<file path="config.mk">
export PLATFORM = sky130hd
export DESIGN_NAME = http_request_line_parser_top
export DESIGN_NICKNAME = d
export VERILOG_FILES = /design/src/hrlp_pkg.sv /design/src/http_request_line_parser_top.sv /design/src/hrlp_step.sv /design/src/hrlp_obuf.sv
export SDC_FILE = /design/constraint.sdc
export NUM_CORES = 1
export LEC_CHECK = 0
export ABC_CLOCK_PERIOD_IN_PS = 9400
export BUFFER_PORTS_ARGS = -buffer_cell sky130_fd_sc_hd__buf_4
export CAP_MARGIN = 20
export CORE_MARGIN = 5
export CORE_UTILIZATION = 28
export CTS_BUF_LIST = sky130_fd_sc_hd__clkbuf_4 sky130_fd_sc_hd__clkbuf_8
export DETAILED_ROUTE_END_ITERATION = 10
export REMOVE_ABC_BUFFERS = 1
export SLEW_MARGIN = 20
export SYNTH_ARGS = -nofsm -noshare
export SYNTH_HDL_FRONTEND = slang
export SYNTH_SLANG_ARGS = --single-unit
</file>
<file path="constraint.sdc">
create_clock -name clk -period 9.4 [get_ports clk]
set_input_delay 1.41 -clock clk [delete_from_list [all_inputs] [get_ports clk]]
set_output_delay 1.41 -clock clk [all_outputs]
set_load 0.03 [all_outputs]
</file>
<file path="src/hrlp_pkg.sv">
// Shared types, codes and helpers of the HTTP request line parser.
`timescale 1ns / 1ps
package hrlp_pkg;

	// Size limits of the captured fields
	localparam int PATH_SIZE   = 256;
	localparam int PROTO_SIZE  = 16;
	localparam int PATH_CNT_W  = $clog2(PATH_SIZE);
	localparam int PROTO_CNT_W = $clog2(PROTO_SIZE);

	// Result kinds
	localparam logic [1:0] KIND_PATH  = 2'd0;
	localparam logic [1:0] KIND_PROTO = 2'd1;
	localparam logic [1:0] KIND_DONE  = 2'd2;

	// Method codes
	localparam logic [2:0] METH_UNDEF  = 3'd0;
	localparam logic [2:0] METH_GET    = 3'd1;
	localparam logic [2:0] METH_POST   = 3'd2;
	localparam logic [2:0] METH_PUT    = 3'd3;
	localparam logic [2:0] METH_DELETE = 3'd4;

	// Status codes
	localparam logic [1:0] ST_OK        = 2'd0;
	localparam logic [1:0] ST_METHOD    = 2'd1;
	localparam logic [1:0] ST_BAD_PATH  = 2'd2;
	localparam logic [1:0] ST_BAD_PROTO = 2'd3;

	// Characters
	localparam logic [7:0] CH_NUL   = 8'h00;
	localparam logic [7:0] CH_LF    = 8'h0A;
	localparam logic [7:0] CH_CR    = 8'h0D;
	localparam logic [7:0] CH_SPACE = 8'h20;
	localparam logic [7:0] CH_SLASH = 8'h2F;
	localparam logic [7:0] CH_D     = 8'h64;
	localparam logic [7:0] CH_E     = 8'h65;
	localparam logic [7:0] CH_G     = 8'h67;
	localparam logic [7:0] CH_L     = 8'h6C;
	localparam logic [7:0] CH_O     = 8'h6F;
	localparam logic [7:0] CH_P     = 8'h70;
	localparam logic [7:0] CH_S     = 8'h73;
	localparam logic [7:0] CH_T     = 8'h74;
	localparam logic [7:0] CH_U     = 8'h75;

	typedef struct packed {
		logic [7:0] in_byte;
		logic       new_request;
	} hrlp_req_t;

	typedef struct packed {
		logic [1:0] kind;
		logic [7:0] out_byte;
		logic [2:0] method;
		logic [1:0] status;
		logic [7:0] path_length;
		logic [3:0] protocol_length;
		logic       server_error;
	} hrlp_res_t;

	// Case-insensitive letter match against a lower-case letter
	function automatic logic is_letter(input logic [7:0] c, input logic [7:0] lower);
		return (c | 8'h20) == lower;
	endfunction

endpackage

</file>
<file path="src/http_request_line_parser_top.sv">
// Top level of the HTTP request line parser.
//
// Usage: request bytes enter on the req channel (req_valid / req_stall /
// req), one byte per transfer; set req.new_request on the first byte of a
// new connection. Results leave on the res channel (res_valid / res_stall /
// res): path bytes, protocol bytes, then one done record per request.
// Bytes that produce no result (method bytes, overlong fields, bytes after
// the done record) are consumed silently.
// Path: a byte transferred into the input register has its result written
// to the result buffer when the buffer has room, and shown at res from
// there. Throughput: one byte per cycle while the buffer has room, set by
// the parser step between the input register and the two-entry result buffer.
// Stall: while res_stall is high the buffer fills; once it holds two
// results, a byte in the input register is held there and req_stall rises.
// req_stall depends only on registered state.
// Reset (arst_n low): parser returns to the first method byte, the
// input register and the buffer empty; no result is pending.
`timescale 1ns / 1ps
module http_request_line_parser_top (
	input  logic               clk,
	input  logic               arst_n,
	input  logic               req_valid,
	output logic               req_stall,
	input  hrlp_pkg::hrlp_req_t req,
	output logic               res_valid,
	input  logic               res_stall,
	output hrlp_pkg::hrlp_res_t res
);
	import hrlp_pkg::*;

	hrlp_req_t item_s1;
	hrlp_res_t step_res;
	logic      valid_s1;
	logic      room;
	logic      proc;
	logic      step_emit;

	assign proc      = valid_s1 && room;
	assign req_stall = valid_s1 && !room;

	// Input register: load on transfer, drain when processed
	always_ff @(posedge clk or negedge arst_n) begin
		if (!arst_n) begin
			valid_s1 <= 1'b0;
		end else if (!req_stall) begin
			valid_s1 <= req_valid;
		end
	end

	always_ff @(posedge clk) begin
		if (req_valid && !req_stall) begin
			item_s1 <= req;
		end
	end

	hrlp_step u_step (
		.clk    (clk),
		.arst_n (arst_n),
		.en     (proc),
		.req    (item_s1),
		.emit   (step_emit),
		.res    (step_res)
	);

	hrlp_obuf u_obuf (
		.clk       (clk),
		.arst_n    (arst_n),
		.push      (proc && step_emit),
		.push_data (step_res),
		.room      (room),
		.res_valid (res_valid),
		.res_stall (res_stall),
		.res       (res)
	);

endmodule

</file>
<file path="src/hrlp_step.sv">
// Parser state and the per-byte decision logic of the request line parser.
`timescale 1ns / 1ps
module hrlp_step (
	input  logic              clk,
	input  logic              arst_n,
	input  logic              en,
	input  hrlp_pkg::hrlp_req_t req,
	output logic              emit,
	output hrlp_pkg::hrlp_res_t res
);
	import hrlp_pkg::*;

	typedef enum logic [3:0] {
		PH_M0, PH_M1, PH_M2, PH_SPACE, PH_POST_T, PH_DEL_A, PH_DEL_B,
		PH_DEL_C, PH_PATH, PH_PROTO, PH_DONE
	} phase_t;

	localparam logic [PATH_CNT_W-1:0]  PATH_MAX  = PATH_CNT_W'(PATH_SIZE - 1);
	localparam logic [PROTO_CNT_W-1:0] PROTO_MAX = PROTO_CNT_W'(PROTO_SIZE - 1);

	phase_t                 phase_q, phase_e, phase_n;
	logic [2:0]             prefix_q, prefix_e, prefix_n;
	logic [2:0]             code_q, code_e, code_n;
	logic [PATH_CNT_W-1:0]  path_cnt_q, path_cnt_e, path_cnt_n;
	logic [PROTO_CNT_W-1:0] proto_cnt_q, proto_cnt_e, proto_cnt_n;
	logic                   slash_q, slash_e, slash_n;
	logic [15:0]            prior_q, prior_e, prior_n;
	logic [7:0]             c, a, b;
	logic                   done;
	logic [1:0]             done_st;

	// Restart from the reset state when a new request begins at this byte
	always_comb begin
		if (req.new_request) begin
			phase_e     = PH_M0;
			prefix_e    = METH_UNDEF;
			code_e      = METH_UNDEF;
			path_cnt_e  = '0;
			proto_cnt_e = '0;
			slash_e     = 1'b0;
			prior_e     = '0;
		end else begin
			phase_e     = phase_q;
			prefix_e    = prefix_q;
			code_e      = code_q;
			path_cnt_e  = path_cnt_q;
			proto_cnt_e = proto_cnt_q;
			slash_e     = slash_q;
			prior_e     = prior_q;
		end
	end

	assign c = req.in_byte;
	assign a = prior_e[15:8];
	assign b = prior_e[7:0];

	// Decide next state and the result of this byte
	always_comb begin
		phase_n     = phase_e;
		prefix_n    = prefix_e;
		code_n      = code_e;
		path_cnt_n  = path_cnt_e;
		proto_cnt_n = proto_cnt_e;
		slash_n     = slash_e;
		prior_n     = prior_e;
		emit        = 1'b0;
		done        = 1'b0;
		done_st     = ST_OK;
		res         = '0;
		case (phase_e)
			PH_M0, PH_M1, PH_DEL_A, PH_DEL_B: begin
				prior_n = {prior_e[7:0], c};
				case (phase_e)
					PH_M0:    phase_n = PH_M1;
					PH_M1:    phase_n = PH_M2;
					PH_DEL_A: phase_n = PH_DEL_B;
					default:  phase_n = PH_DEL_C;
				endcase
			end
			PH_M2: begin
				if (is_letter(a, CH_G) && is_letter(b, CH_E) && is_letter(c, CH_T)) begin
					prefix_n = METH_GET;
					phase_n  = PH_SPACE;
				end else if (is_letter(a, CH_P)) begin
					if (is_letter(b, CH_O) && is_letter(c, CH_S)) begin
						phase_n = PH_POST_T;
					end else if (is_letter(b, CH_U) && is_letter(c, CH_T)) begin
						prefix_n = METH_PUT;
						phase_n  = PH_SPACE;
					end else begin
						phase_n = PH_PATH;
					end
				end else if (is_letter(a, CH_D)) begin
					if (is_letter(b, CH_E) && is_letter(c, CH_L)) begin
						phase_n = PH_DEL_A;
					end else begin
						phase_n = PH_PATH;
					end
				end else begin
					done    = 1'b1;
					done_st = ST_METHOD;
				end
			end
			PH_POST_T: begin
				if (is_letter(c, CH_T)) begin
					prefix_n = METH_POST;
					phase_n  = PH_SPACE;
				end else begin
					phase_n = PH_PATH;
				end
			end
			PH_DEL_C: begin
				if (is_letter(a, CH_E) && is_letter(b, CH_T) && is_letter(c, CH_E)) begin
					prefix_n = METH_DELETE;
					phase_n  = PH_SPACE;
				end else begin
					phase_n = PH_PATH;
				end
			end
			PH_SPACE: begin
				if (c == CH_SPACE) begin
					code_n = prefix_e;
				end
				phase_n = PH_PATH;
			end
			PH_PATH: begin
				if (c == CH_SPACE) begin
					if (slash_e) begin
						phase_n = PH_PROTO;
					end else begin
						done    = 1'b1;
						done_st = ST_BAD_PATH;
					end
				end else if (c == CH_NUL || c == CH_LF) begin
					done    = 1'b1;
					done_st = ST_BAD_PATH;
				end else begin
					if (path_cnt_e == '0 && c == CH_SLASH) begin
						slash_n = 1'b1;
					end
					if (path_cnt_e < PATH_MAX) begin
						path_cnt_n   = path_cnt_e + 1'b1;
						emit         = 1'b1;
						res.kind     = KIND_PATH;
						res.out_byte = c;
					end
				end
			end
			PH_PROTO: begin
				if (c == CH_LF || c == CH_CR) begin
					done    = 1'b1;
					done_st = ST_OK;
				end else if (c == CH_NUL) begin
					done    = 1'b1;
					done_st = ST_BAD_PROTO;
				end else if (proto_cnt_e < PROTO_MAX) begin
					proto_cnt_n  = proto_cnt_e + 1'b1;
					emit         = 1'b1;
					res.kind     = KIND_PROTO;
					res.out_byte = c;
				end
			end
			default: begin
				// drop bytes after the done record
			end
		endcase

		// Build the done record from the state seen by this byte
		if (done) begin
			phase_n             = PH_DONE;
			emit                = 1'b1;
			res.kind            = KIND_DONE;
			res.out_byte        = '0;
			res.method          = code_e;
			res.status          = done_st;
			res.path_length     = 8'(path_cnt_e);
			res.protocol_length = 4'(proto_cnt_e);
			res.server_error    = (code_e == METH_UNDEF);
		end
	end

	// Hold parser state; advance on each processed byte
	always_ff @(posedge clk or negedge arst_n) begin
		if (!arst_n) begin
			phase_q     <= PH_M0;
			prefix_q    <= METH_UNDEF;
			code_q      <= METH_UNDEF;
			path_cnt_q  <= '0;
			proto_cnt_q <= '0;
			slash_q     <= 1'b0;
			prior_q     <= '0;
		end else if (en) begin
			phase_q     <= phase_n;
			prefix_q    <= prefix_n;
			code_q      <= code_n;
			path_cnt_q  <= path_cnt_n;
			proto_cnt_q <= proto_cnt_n;
			slash_q     <= slash_n;
			prior_q     <= prior_n;
		end
	end

`ifndef NO_ASSERTIONS
	a_done_parks: assert property (@(posedge clk) disable iff (!arst_n)
		(en && emit && res.kind == KIND_DONE) |=> (phase_q == PH_DONE))
		else $error("done record did not park the parser");
	a_path_sat: assert property (@(posedge clk) disable iff (!arst_n)
		(path_cnt_q <= PATH_MAX))
		else $error("path count beyond limit");
	a_proto_sat: assert property (@(posedge clk) disable iff (!arst_n)
		(proto_cnt_q <= PROTO_MAX))
		else $error("protocol count beyond limit");
	a_proto_slash: assert property (@(posedge clk) disable iff (!arst_n)
		(phase_q == PH_PROTO) |-> slash_q)
		else $error("protocol phase reached without leading slash");
`endif

endmodule

</file>
<file path="src/hrlp_obuf.sv">
// Two-entry result buffer that decouples the parser from the receiver.
`timescale 1ns / 1ps
module hrlp_obuf (
	input  logic               clk,
	input  logic               arst_n,
	input  logic               push,
	input  hrlp_pkg::hrlp_res_t push_data,
	output logic               room,
	output logic               res_valid,
	input  logic               res_stall,
	output hrlp_pkg::hrlp_res_t res
);
	import hrlp_pkg::*;

	hrlp_res_t  slot0_q, slot1_q;
	logic [1:0] count_q;
	logic       pop;

	assign room      = (count_q != 2'd2);
	assign res_valid = (count_q != 2'd0);
	assign res       = slot0_q;
	assign pop       = res_valid && !res_stall;

	// Track fill level
	always_ff @(posedge clk or negedge arst_n) begin
		if (!arst_n) begin
			count_q <= 2'd0;
		end else begin
			case ({push, pop})
				2'b10:   count_q <= count_q + 2'd1;
				2'b01:   count_q <= count_q - 2'd1;
				default: count_q <= count_q;
			endcase
		end
	end

	// Shift entries toward the head on each pop; a push fills the first free slot
	always_ff @(posedge clk) begin
		case ({push, pop})
			2'b10: begin
				if (count_q == 2'd0) begin
					slot0_q <= push_data;
				end else begin
					slot1_q <= push_data;
				end
			end
			2'b01: begin
				slot0_q <= slot1_q;
			end
			2'b11: begin
				if (count_q == 2'd1) begin
					slot0_q <= push_data;
				end else begin
					slot0_q <= slot1_q;
					slot1_q <= push_data;
				end
			end
			default: begin
			end
		endcase
	end

`ifndef NO_ASSERTIONS
	a_no_overflow: assert property (@(posedge clk) disable iff (!arst_n)
		push |-> (room || pop))
		else $error("result buffer overflow");
	a_count_range: assert property (@(posedge clk) disable iff (!arst_n)
		count_q != 2'd3)
		else $error("result buffer count out of range");
`endif

endmodule
</file>
==> results of run 1 <==
==> stage by stage <==
stage | utilization (%) | worst slack [ps] | cell area (sq um) | power (uW) | hold WS (ps)
floorplan | - | 4362 | 5037 | 1087 | 457.0
global placement | 31.53 | 4939 | 5683 | 1278 | 474.3
detailed placement | 31.56 | 5071 | 5688 | 1296 | 474.3
CTS | 32.51 | 5059 | 5861 | 1561 | 497.0
global route | 32.54 | 4731 | 5864 | 1640 | 514.8
finish | 32.54 | 5039 | 5864 | 1544 | 495.0
==> registers in the layout (all words and copies together), names as in the netlist <==
name,count
u_obuf.res,28
u_obuf.slot1_q,28
u_step.prior_q,14
item_s1,9
u_step.path_cnt_q,8
u_step.phase_q,4
u_step.proto_cnt_q,4
u_step.code_q,3
u_step.prefix_q,3
u_obuf.count_q,2
u_step.slash_q,1
valid_s1,1
==> report_power, final <==
group | internal, uW | switching, uW
logic | 197 | 350
registers | 635 | 100
clock network | 101 | 162
==> final timing paths <==
check / slack, ps / endpoint / start
worst min register to register: 490 / u_step.proto_cnt_q[1] / u_step.proto_cnt_q[1]
worst min-delay path: 490 / u_step.proto_cnt_q[1] / u_step.proto_cnt_q[1]
worst max register to register: 5040 / u_obuf.res[21] / item_s1[0]
max in group asynchronous: 8010 / u_step.path_cnt_q[0] / arst_n
worst max-delay path: 5040 / u_obuf.res[21] / item_s1[0]
min in group asynchronous: 1010 / u_step.code_q[0] / arst_n
==> area by class of cell <==
type,instances,area (sq um)
clock buffer,10,131.4
sequential,105,2953
inverter,17,63.81
multi-input combinational,314,2036
clock inverter,5,41.29
fill,1843,12160
tap,229,286.5
timing repair buffer,47,352.8
==> metal layers <==
metal	up-vias	GRT usage, %	share of wire [%]
li1	1774	-	-
met1	1844	14.52	43
met2	126	19.26	49
met3	21	3.395	5.8
met4	0	4.478	2.3
met5	-	0	0
==> layout by cell type, fill, tap and decap left out, types with 4 or more instances in the layout <==
master	n
buf_4	47
inv_1	17
a22oi_1	9
ha_1	9
and3_1	5
o21ai_0	24
xnor2_1	4
nand4_1	9
edfxtp_1	65
nor3_1	6
a21oi_1	17
a31oi_1	5
nor4_1	7
and2_1	11
nand3_1	12
nand2_1	38
mux2_2	7
nand2b_1	5
nor2_1	38
clkbuf_8	9
dfrtp_1	40
nor2b_1	22
a22o_1	24
==> kinds of logic after synthesis <==
family,share of synthesized area [%]
buf+inv,3.566
xor+xnor,0.8491
flops,57.25
simple gates,18.78
fa+ha+maj,2.183
mux,1.917
compound gates,15.45
==> flow_summary_export.csv, run 1 <==
group,metric,value,unit
status,status,"completed",
grt,grt-ovfl-total,0,
layout,area_growth,13.71,%
layout,instances_no_fill,727,
drt,viasPerCell,5.179,
worst_setup_path,worstPathRequired,9550,ps
timing,slew_violations,0,
drt,drtIter0Drc,360,
timing,hold_viol,0,
clock_tree,cts_buffers,9,
clock_tree,cts_buffer_depth,2,
layout,diodes,0,
worst_setup_path,end_kind,"flip-flop",
worst_hold_path,hold_depth,1,
die,coreArea,18020,sq um
grt,grt_use_total,11.70,%
die,die_width,145.7,microns
worst_setup_path,cpPeakStageDelay,640,ps
clock_tree,post_cts_resized,0,
worst_setup_path,worstPathArrival,4510,ps
worst_setup_path,worstRegToRegCells,10,
clock_tree,post-cts-setup-buffers,0,
placement,place.gp.congestion,0.8307,
worst_hold_path,hold_class,"reg2reg",
die,dieArea,21230,sq um
drt,drcViolationCount,0,
worst_setup_path,crit_type,"reg2reg",
clock_tree,htree_levels,3,
logic_synthesis,synth_edf_count,65,
layout,nets,516,
layout,drive_gt1_share,16.47,%
die,rows,49,
drt,firstDrtPassIters,5,
timing,finalCritPeriodShare,46.39,%
placement,dp_hpwl,8.411,mm
logic_synthesis,synthTopCellsByCount,"edfxtp_1 (65), dfrtp_1 (40), nor2_1 (40)",
die,die_y,145.7,microns
clock_tree,clock-sinks,105,
worst_setup_path,startpoint_type,"flip-flop",
power,p_leak,0.002251,uW
grt,grt_pass1_vias,3806,
timing,finalSetupTns,0,ps
logic_synthesis,syn-mean-instance-area,11.12,sq um
drt,detail-route-antenna-nets,0,
worst_setup_path,crit_family,"compound AO/OA/AOI/OAI gates",
clock_tree,clock_latency,390,ps
power,p_per_area,263.3,nW/um^2
timing,worst_pin_slew,1008,ps
logic_synthesis,syn_area,5157,sq um
worst_setup_path,cp_slowest_cell,"a221oi_4",
die,io_pins,43,
logic_synthesis,yosysMostFrequentCell,"edfxtp_1",
logic_synthesis,synth_cells,464,
run,drv_cap,0,
worst_setup_path,cp_max_fo,49,
die,start_util,28.61,%
placement,port_buffers,42,
clock_tree,clkTransAtPathRegs,100,ps
drt,wirelength,12.30,mm
logic_synthesis,netlist-cell-type-count,60,
timing,max_clock_freq,229.3,MHz
drt,vias,3765,
grt,grt_max_degree,50,
logic_synthesis,synth_area_leaders,"edfxtp_1 (38%), dfrtp_1 (19%), a22o_1 (4.1%)",
clock_tree,postCtsHoldBufs,0,
worst_setup_path,critPathBufInv,1,
clock_tree,cts_root_buf,"clkbuf_8",
grt,antenna_found_initial,0,
logic_synthesis,ys_ff_latch,105,
timing,fin_crit,4361,ps
worst_setup_path,crit_path_frequent_cell,"a21oi_1",
timing,rsz0062_at_grt,"no",
power,ir_drop,103.4,uV
logic_synthesis,synthFlopType,"edfxtp_1",
logic_synthesis,synth_top_area_share,37.85,%
logic_synthesis,ys_seq_area_share,57.25,%
timing,maxSlewHeadroom,31.08,%
placement,numPlacedInstances,712,
grt,grt_pass1_wl,20.09,mm
timing,setup_viol,0,
logic_synthesis,async_reset_ff_share,38.10,%
timing,finalClockSkew,12.75,ps
drt,wl_per_cell,16.92,microns
logic_synthesis,yosys_warnings,0,
logic_synthesis,synth_area_leader_cell,"edfxtp_1",
clock_tree,cts_tree,"yes",
worst_setup_path,path_cells,"buf_4 > nor4b_1 > nand4_1 > or3_1 > a221oi_4 > a21oi_1 > ha_1 > a21oi_1 > nor2_1 > a22o_1",
worst_setup_path,cp_num_cells,10,
No activity file was read; power rests on OpenSTA's default activity.
==> run 2: changes to the inputs <==
--- a/config.mk
+++ b/config.mk
@@ -5,7 +5,7 @@
 export SDC_FILE = /design/constraint.sdc
 export NUM_CORES = 1
 export LEC_CHECK = 0
-export ABC_CLOCK_PERIOD_IN_PS = 9400
+export ABC_CLOCK_PERIOD_IN_PS = 4100
 export BUFFER_PORTS_ARGS = -buffer_cell sky130_fd_sc_hd__buf_4
 export CAP_MARGIN = 20
 export CORE_MARGIN = 5
==> constraint.sdc (replaced) <==
create_clock -name clk -period 4.1 [get_ports clk]
set_input_delay 0.615 -clock clk [delete_from_list [all_inputs] [get_ports clk]]
set_output_delay 0.615 -clock clk [all_outputs]
set_load 0.03 [all_outputs]
==> run 2 against run 1 <==
  * Combinational power grew 140%
  * Register-to-register slack got worse by 4600 ps
  * Critical endpoint is now u_obuf.res[26]
  * Sequential share of layout area down 1.3 points
  * First-iteration DRC count grew 11%
  * Clock power grew to 2.6 times the previous value
  * Global-route usage decreased by 0.22 points
  * Power rose by 140%
  * Critical path depth rose by 3
  * Critical path type unchanged
==> flow_summary_export.csv, run 2 (synthesis gave the netlist of run 1 again) <==
group,metric,value,unit
grt,grt-ovfl-total,0,
timing,hold_viol,0,
power,power_frac_comb,35.8,%
power,power_frac_seq,45.7,%
timing,setup_viol,0,
clock_tree,post_cts_resized,0,
placement,dp_hpwl,8.523,mm
drt,wl_per_cell,16.56,microns
layout,instances_no_fill,742,
die,start_util,28.61,%
worst_setup_path,cp_max_fo,43,
worst_hold_path,hold_class,"in2async",
power,p_per_area,608.1,nW/um^2
layout,area_growth,16.69,%
worst_setup_path,worstRegToRegCells,13,
die,io_pins,43,
power,p_leak,0.002340,uW
clock_tree,clkTransAtPathRegs,110,ps
grt,grt_pass1_wl,19.75,mm
power,pwr-share-clk,18.6,%
clock_tree,clock-sinks,105,
layout,fillers,1802,
layout,drive_gt1_share,18.91,%
worst_setup_path,timing.rr.start,"item_s1[0]",
grt,grt_use_total,11.48,%
layout,diodes,0,
worst_setup_path,worstPathRequired,4330,ps
drt,drtIter0Drc,400,
worst_setup_path,startpoint_type,"flip-flop",
worst_setup_path,crit_type,"reg2reg",
drt,vias,3860,
clock_tree,clock_latency,390,ps
layout,regArea,2953,sq um
timing,finalSetupTns,0,ps
power,switching_share,38.65,%
clock_tree,cts_buffers,9,
layout,utilization,33.39,%
die,die_width,145.7,microns
worst_setup_path,r2r-end,"u_obuf.res[26]",
timing,worst_pin_slew,798.7,ps
layout,final_cell_mix,"edfxtp_1 (65), buf_4 (60), dfrtp_1 (40), nor2_1 (38), nand2_1 (38)",
die,die_y,145.7,microns
layout,nets,530,
drt,drcViolationCount,0,
timing,max_clock_freq,273.4,MHz
layout,layout_commonest_cell,"edfxtp_1",
die,rows,49,
timing,fin_crit,3658,ps
timing,finalClockSkew,18.55,ps
run,drv_cap,0,
worst_setup_path,end_kind,"flip-flop",
worst_setup_path,rrSetupSlack,440,ps
timing,rsz0062_at_grt,"no",
clock_tree,cts_buffer_depth,2,
grt,grt_pass1_vias,3821,
power,p_sw,1415,uW
clock_tree,cts_root_buf,"clkbuf_8",
clock_tree,post-cts-setup-buffers,0,
power,p_int,2245,uW
placement,numPlacedInstances,726,
worst_setup_path,worstPathArrival,3890,ps
drt,viasPerCell,5.202,
placement,place.gp.congestion,0.8968,
clock_tree,postCtsHoldBufs,0,
drt,detail-route-antenna-nets,0,
drt,wirelength,12.29,mm
placement,port_buffers,42,
clock_tree,htree_levels,3,
power,ir_drop,191.9,uV
timing,maxSlewHeadroom,46.64,%
die,coreArea,18020,sq um
timing,finalCritPeriodShare,89.22,%
grt,antenna_found_initial,0,
die,dieArea,21230,sq um
status,status,"completed",
clock_tree,cts_tree,"yes",
grt,grt_max_degree,44,
layout,multi_input_area,2036,sq um
drt,firstDrtPassIters,7,
timing,whs,220.4,ps
timing,slew_violations,0,
-- run 2: layout make-up --
cell class | count | share of cell area, %
clock buffers | 10 | 2.287
multi-input cells | 314 | 33.83
inverters | 17 | 1.060
flip-flops and latches | 105 | 49.06
clock inverters | 6 | 1.185
well taps | 229 | 4.761
repair buffers | 61 | 7.817
-- run 2: worst max-delay path, stage by stage, from the launching register on --
cell and delay, ps:
edfxtp_1 530, buf_12 230, inv_1 180, nand4_1 160, a21oi_1 430, o21ai_1 220
inv_1 220, nor2_4 60, a21oi_1 260, ha_1 270, a21oi_1 130, nor2_4 540
nand2_1 120, o21ai_0 110
-- run 2: worst max-delay path by stage --
stage / from / end / slack (ps)
floorplan: item_s1[0] / u_obuf.slot1_q[0] / -940
global placement: item_s1[0] / u_obuf.res[25] / 140
detailed placement: item_s1[0] / u_obuf.res[21] / 430
CTS: item_s1[0] / u_obuf.res[21] / 390
global route: item_s1[0] / u_obuf.res[26] / 170
finish: item_s1[0] / u_obuf.res[26] / 440
-- run 2: layer usage --
| layer | GRT usage [%] | vias up | share of wire [%] |
|---|---|---|---|
| met4 | 4.757 | 0 | 2.0 |
| met5 | 0 | - | 0 |
| met2 | 18.53 | 156 | 48 |
| met3 | 3.239 | 27 | 5.8 |
| met1 | 14.48 | 1866 | 44 |
| li1 | - | 1811 | - |
-- run 2: power groups by stage --
stage	clock (uW)	combinational [uW]	sequential, uW
6_report	680	1310	1670
4_1_cts	709	1320	1670
2_1_floorplan	0	665	1830
3_3_place_gp	0	1290	1680
5_1_grt	746	1420	1700
3_5_place_dp	0	1320	1690
-- run 2: stage by stage --
| step | setup WS (ps) | instance area (sq um) | total power [uW] |
|---|---|---|---|
| 5_1_grt | 167.1 | 6018 | 3873 |
| 3_5_place_dp | 425.7 | 5807 | 3008 |
| 4_1_cts | 391.3 | 6016 | 3698 |
| 6_report | 442.0 | 6018 | 3660 |
| 3_3_place_gp | 139.4 | 5801 | 2969 |
| 2_1_floorplan | -937.9 | 5037 | 2491 |
